===== config.mk =====
export PLATFORM = sky130hd
export DESIGN_NAME = cau_div
export DESIGN_NICKNAME = d
export VERILOG_FILES = /design/src/design/cau_pkg.sv /design/src/design/cau_div.sv
export SDC_FILE = /design/constraint.sdc
export NUM_CORES = 2
export LEC_CHECK = 0
export BUFFER_PORTS_ARGS = -buffer_cell sky130_fd_sc_hd__buf_4
export CAP_MARGIN = 30
export CORE_UTILIZATION = 55
export DETAILED_ROUTE_END_ITERATION = 10
export PLACE_DENSITY_LB_ADDON = 0.1
export SLEW_MARGIN = 20
export SYNTH_ARGS = -nofsm -noshare
export SYNTH_HDL_FRONTEND = slang
export SYNTH_SLANG_ARGS = --single-unit

===== constraint.sdc =====
create_clock -name clk -period 3.8 [get_ports clk]
set_input_delay 0.57 -clock clk [delete_from_list [all_inputs] [get_ports clk]]
set_output_delay 0.57 -clock clk [all_outputs]
set_load 0.05 [all_outputs]

===== src/design/cau_pkg.sv =====
package cau_pkg;

  localparam int DW  = 16;
  localparam int FW  = 8;
  localparam int PW  = 2 * DW;
  localparam int SW  = PW + 1;
  localparam int RW  = 3 * DW + FW;

  localparam int CAU_LATENCY = DW + 5;

  localparam logic [SW-1:0] MAG_POS = SW'((64'd1 << (DW - 1)) - 64'd1);
  localparam logic [SW-1:0] MAG_NEG = SW'(64'd1 << (DW - 1));

  localparam logic [1:0] ST_OK   = 2'd0;
  localparam logic [1:0] ST_SAT  = 2'd1;
  localparam logic [1:0] ST_DIVZ = 2'd2;

  typedef enum logic [3:0] {
    CMD_ADD = 4'd0,
    CMD_SUB = 4'd1,
    CMD_MUL = 4'd2,
    CMD_DIV = 4'd3,
    CMD_EQ  = 4'd4,
    CMD_NE  = 4'd5,
    CMD_LT  = 4'd6,
    CMD_GT  = 4'd7,
    CMD_LE  = 4'd8,
    CMD_GE  = 4'd9
  } cau_cmd_t;

  typedef struct packed {
    logic [3:0]           command;
    logic signed [DW-1:0] a_real;
    logic signed [DW-1:0] a_imag;
    logic signed [DW-1:0] b_real;
    logic signed [DW-1:0] b_imag;
  } cau_in_t;

  typedef struct packed {
    logic signed [DW-1:0] result_real;
    logic signed [DW-1:0] result_imag;
    logic                 compare_true;
    logic [1:0]           status;
  } cau_out_t;

  // magnitude and sign to saturated value; returns {clamped, value}
  function automatic logic [DW:0] sat_mag(input logic [SW-1:0] m, input logic neg);
    logic [DW:0] r;
    if (neg) begin
      if (m > MAG_NEG) r = {1'b1, MAG_NEG[DW-1:0]};
      else             r = {1'b0, DW'(~m + 1'b1)};
    end else begin
      if (m > MAG_POS) r = {1'b1, MAG_POS[DW-1:0]};
      else             r = {1'b0, m[DW-1:0]};
    end
    return r;
  endfunction

endpackage


===== src/design/cau_div.sv =====
module cau_div (
  input  logic                  clk,
  input  logic [cau_pkg::RW-1:0] num_i,
  input  logic [cau_pkg::PW-1:0] den_i,
  output logic [cau_pkg::DW-1:0] quo_o
);
  import cau_pkg::*;

  logic [RW-1:0] rem_r [DW];
  logic [PW-1:0] den_r [DW];
  logic [DW-1:0] quo_r [DW];

  logic [RW-1:0] rem_in  [DW];
  logic [PW-1:0] den_in  [DW];
  logic [DW-1:0] quo_in  [DW];
  logic [RW-1:0] sh      [DW];
  logic          take    [DW];
  logic [RW-1:0] rem_nxt [DW];
  logic [DW-1:0] quo_nxt [DW];

  always_comb begin
    for (int k = 0; k < DW; k++) begin
      if (k == 0) begin
        rem_in[k] = num_i;
        den_in[k] = den_i;
        quo_in[k] = '0;
      end else begin
        rem_in[k] = rem_r[k-1];
        den_in[k] = den_r[k-1];
        quo_in[k] = quo_r[k-1];
      end
      sh[k]      = RW'(den_in[k]) << (DW - 1 - k);
      take[k]    = (rem_in[k] >= sh[k]);
      rem_nxt[k] = take[k] ? (rem_in[k] - sh[k]) : rem_in[k];
      quo_nxt[k] = {quo_in[k][DW-2:0], take[k]};
    end
  end

  always_ff @(posedge clk) begin
    for (int k = 0; k < DW; k++) begin
      rem_r[k] <= rem_nxt[k];
      den_r[k] <= den_in[k];
      quo_r[k] <= quo_nxt[k];
    end
  end

  assign quo_o = quo_r[DW-1];

endmodule


# After elaboration in Yosys (flattened, before gate mapping)
# Memories as Yosys holds them, arrays and structs flattened.
# Index checks and enable logic that the tools add are counted.
[op_classes]
n_addsub = 16
order_cmp = 16
mux = 16
[ops]
columns = ["op", "count"]
rows = [
  ["2-to-1 mux 56 bit", 16],
  ["greater-or-equal comparator 56 x 32 -> 1 bit", 1],
  ["greater-or-equal comparator 56 x 33 -> 1 bit", 1],
  ["greater-or-equal comparator 56 x 34 -> 1 bit", 1],
  ["greater-or-equal comparator 56 x 35 -> 1 bit", 1],
  ["greater-or-equal comparator 56 x 36 -> 1 bit", 1],
  ["greater-or-equal comparator 56 x 37 -> 1 bit", 1],
  ["greater-or-equal comparator 56 x 38 -> 1 bit", 1],
  ["greater-or-equal comparator 56 x 39 -> 1 bit", 1],
  ["greater-or-equal comparator 56 x 40 -> 1 bit", 1],
  ["greater-or-equal comparator 56 x 41 -> 1 bit", 1],
  ["greater-or-equal comparator 56 x 42 -> 1 bit", 1],
  ["greater-or-equal comparator 56 x 43 -> 1 bit", 1],
  ["greater-or-equal comparator 56 x 44 -> 1 bit", 1],
  ["greater-or-equal comparator 56 x 45 -> 1 bit", 1],
  ["greater-or-equal comparator 56 x 46 -> 1 bit", 1],
  ["greater-or-equal comparator 56 x 47 -> 1 bit", 1],
  ["subtractor 56 x 32 -> 56 bit", 1],
  ["subtractor 56 x 33 -> 56 bit", 1],
  ["subtractor 56 x 34 -> 56 bit", 1],
  ["subtractor 56 x 35 -> 56 bit", 1],
  ["subtractor 56 x 36 -> 56 bit", 1],
  ["subtractor 56 x 37 -> 56 bit", 1],
  ["subtractor 56 x 38 -> 56 bit", 1],
  ["other kinds (9)", 9],
]
[word_totals]
reg_bits = 0
inputBits = 89
out_inout_bits = 16
memories = 3
ramBits = 1664
[memory_table]
columns = ["memory", "depth", "width", "read_ports", "rd_clocked_by_memory_dff", "write_ports", "line_no", "source"]
rows = [
  ["rem_r", 16, 56, 15, 0, 16, "cau_div.sv:9", "logic [RW-1:0] rem_r [DW];"],
  ["den_r", 16, 32, 15, 0, 16, "cau_div.sv:10", "logic [PW-1:0] den_r [DW];"],
  ["quo_r", 16, 16, 16, 0, 16, "cau_div.sv:11", "logic [DW-1:0] quo_r [DW];"],
]

# Longest topological paths before layout
# An unclocked memory read counts as a cell.
[depth]
depth_word = 3
ltp_mapped = 15

# Worst setup path after synthesis
# No wires, ideal clock.
[synth_timing]
path_type = "register to register"
startpoint = "memory rem_r[0][69] in the netlist's numbering"
endpoint = "memory rem_r[0][147] in the netlist's numbering"
path_buffers = 0
path_stages_with_launch = 15
period_less_slack_ns = 3.273
path_slack_ns = 0.527
arrival_time_ns = 3.153
setup_ns = 0.121
cell_sequence = "dfxtp_1 -> inv_1 -> ha_1 -> inv_1 -> fa_1 -> a21o_1 -> a31o_2 -> a2111o_1 -> nand3_1 -> a21oi_1 -> a41o_1 -> or4b_1 -> a31oi_1 -> xnor2_1 -> mux2_2"
[synth_lines]
columns = ["item", "line_no"]
rows = [
  ["from (decl)", "cau_div.sv:9"],
]

==> metrics.yaml <==
via_count: 55100
outcome: "finished, final reports clean"
grt_pass1_vias: 56200
io_buffers: 104
required_ns: 4.44
rsz0062_at_grt: "true"
grt_pass1_wl_mm: 278
grt.total_usage_pct: 27.3
ir_drop_mv: 0.625
layout_common_cells: "dfxtp_1 (1456), a21oi_1 (679), inv_1 (660)"
drive_gt1_share_pct: 9.94
reg2reg_to: "rem_r[1][167]"
clockPowerShare_pct: 22.5
power.total_mw: 69.0
final_common_cell: "dfxtp_1"
critPathCaptureType: "register"
die_w_um: 356
hold_viol: 0
cts_buffer_depth: 3
relSlewSlack_pct: 24.0
grt-ovfl-total: 0
hold_slack_ns: 0.0749
whs_endpoint: "rem_r[0][49]"
fmax_mhz: 267
start_util_pct: 55.6
via_per_inst: 5.55
antenna_found_initial: 1
ant_nets: 0
synth_edf_count: 0
ff2ff_setup_slack_ns: 0.06
syn_to_final_growth_pct: 15.5
setup_viol: 0
synth_cells: 7757
syn_avg_cell_area_um2: 8.88
seqPwrFrac_pct: 32.4
clkSlewWorstSetupHoldPaths_ns: 0.06
r2r-start: "rem_r[1][61]"
finalCritPeriodShare_pct: 98.4
drc: 0
num_rows: 129
seq_area_frac_synth_pct: 42.3
p_leak_nw: 35.4
cts_sinks: 1456
rr_worst_depth: 16
dpl.hpwl_mm: 139
core_region_area_um2: 124000
period_needed_ns: 3.74
p_per_area_nw_per_um2: 867
gp_congestion: 1.02
routed_wl_mm: 176
maxSlewViolCount: 0
cts_inserted_buffers: 155
synth_fp_nets: 8373
worstPathArrival_ns: 4.38
worst_pin_slew_ns: 1.13
ios: 105
synthFlopType: "dfxtp_1"
synthesis.area_um2: 68900
intPower_mw: 42.5
crit_fanout: 4
ys_async_sr_fraction_pct: 0
htree_num_levels: 4
dieArea_um2: 127000
dp_cells: 9555
worst_setup_path_start_kind: "register"
clock-root-buffer: "clkbuf_16"
drtIter0Drc: 3651
dp_slack_ns: -0.00957
p_sw_mw: 26.5
fin_ws_ns: 0.0594
hp-start: "num_i[49]"
hold-path-cell-count: 3
comb_power_share_pct: 45.1
final_cells: 9927
wl_per_cell_um: 17.7
firstDrtPassIters: 6
synth.distinct_cells: 99
cap_violations: 0
utilization_pct: 64.2
ys.warnings.count: 0
finClkSkew_ns: 0.0302
worst-setup-path-type: "reg -> reg"
swShare_pct: 38.4
grt_max_degree: 63
antenna_cells: 0
cts_tree: "yes"
synth_seq_cells: 1456
hp-class: "in -> reg"
clk_latency_ns: 0.79
die-height_um: 356
nNetsFinal: 8778
-- state kept, by name, summed over array words and instances (netlist names) --
signal  cells
den_r     480
quo_r     136
rem_r     840
-- worst max path at each step --
stage	startpoint	endpoint	slack (ns)	cells after the start
2_1_floorplan	rem_r[0][69]	rem_r[0][147]	0.53	14
3_3_place_gp	den_r[1][84]	rem_r[1][221]	0.06	15
3_5_place_dp	rem_r[0][399]	rem_r[1][41]	-0.01	15
4_1_cts	den_r[0][91]	rem_r[0][220]	0.04	12
5_1_grt	rem_r[1][61]	rem_r[1][161]	-0.01	15
6_report	rem_r[1][61]	rem_r[1][167]	0.06	16
-- final cells by class --
type | instances | area [um^2]
clock buffers | 223 | 4490
clock inverters | 62 | 958
fillers | 10300 | 44400
inverters | 662 | 2480
multi-input cells | 5403 | 36400
flip-flops and latches | 1456 | 29100
well taps | 1637 | 2050
repair buffers | 484 | 3990
-- repair_timing --
item                                    in CTS  in global routing
endpoints found under the setup margin       2                 63
setup buffers                                0                  0
endpoints found under the hold margin       87                  0
hold buffers                                87                  0
gates resized for setup                      1                 15
pin swaps                                    0                  1
-- logic make-up after synthesis --
logic type,Yosys count,share of synthesized area (%)
AOI/OAI and AO/OA,1983,17.8
and+or+nand+nor,2160,15.5
adders and majority gates,527,9.73
buffers and inverters,898,5.04
xor gates and xnor gates,647,8.23
muxes,86,1.39
DFF,1456,42.3
-- stage by stage --
| step | cell area, um^2 | setup TNS (ns) |
|---|---|---|
| 2_1_floorplan | 68900 | 0 |
| 3_3_place_gp | 73200 | 0 |
| 3_5_place_dp | 73200 | -0.0126 |
| 4_1_cts | 79500 | 0 |
| 5_1_grt | 79500 | -0.0390 |
| 6_report | 79500 | 0 |
-- power groups by stage --
stage | clock network [mW] | registers [mW] | logic, mW
4_1_cts | 15.9 | 22.3 | 30.8
3_5_place_dp | 0 | 22.6 | 30.5
6_report | 15.5 | 22.4 | 31.1
2_1_floorplan | 0 | 21.6 | 22.8
5_1_grt | 16.5 | 22.8 | 34.3
3_3_place_gp | 0 | 22.5 | 30.1
-- Yosys cell counts, types with 17 or more instances --
cell	n	area [um^2]
o21a_1	57	428
ha_1	512	6410
o31a_1	19	166
or2_2	24	150
inv_1	660	2480
nand3_1	137	686
nand2b_1	93	582
a21o_1	248	1860
a21oi_1	680	3400
o21bai_1	71	533
xor2_1	295	2580
nor3_1	140	701
nor4_1	95	594
mux2_2	78	878
nor2_1	535	2010
a21boi_0	17	128
or3_1	58	363
o21ai_1	21	105
clkbuf_1	180	676
dfxtp_1	1456	29100
o31ai_1	43	323
nand4_1	141	882
a31oi_1	56	350
nor2b_1	74	463
buf_2	33	165
or4_1	37	278
nand3b_1	22	165
o21ai_0	475	2380
nor4b_1	20	175
and4_1	19	166
a211oi_1	58	435
xnor2_1	352	3080
nand2_1	617	2320
o211ai_1	37	278
and2_1	29	181
and3_1	47	294
-- critical path, stage by stage (launching register included) --
cell and delay [ns]:
dfxtp_1 0.33, inv_1 0.05, ha_1 0.20, inv_1 0.07, fa_1 0.20, a21oi_1 0.09, o21ai_0 0.22, a211oi_1 0.16
nor3_1 0.47, o41ai_2 0.13, buf_4 0.17, o31ai_1 0.47, a21boi_1 0.13, buf_4 0.18, nor3_1 0.43, nor3_1 0.15
xor2_1 0.16
-- per-layer routing --
| metal | track usage [%] | routed length, um | vias up |
|---|---|---|---|
| li1 | - | - | 27900 |
| met1 | 25.1 | 63500 | 25400 |
| met2 | 55.2 | 96400 | 1230 |
| met3 | 3.09 | 4410 | 564 |
| met4 | 18.1 | 11700 | 0 |
| met5 | 0 | 0 | - |
Note: power is estimated with default switching activity, not from simulation.
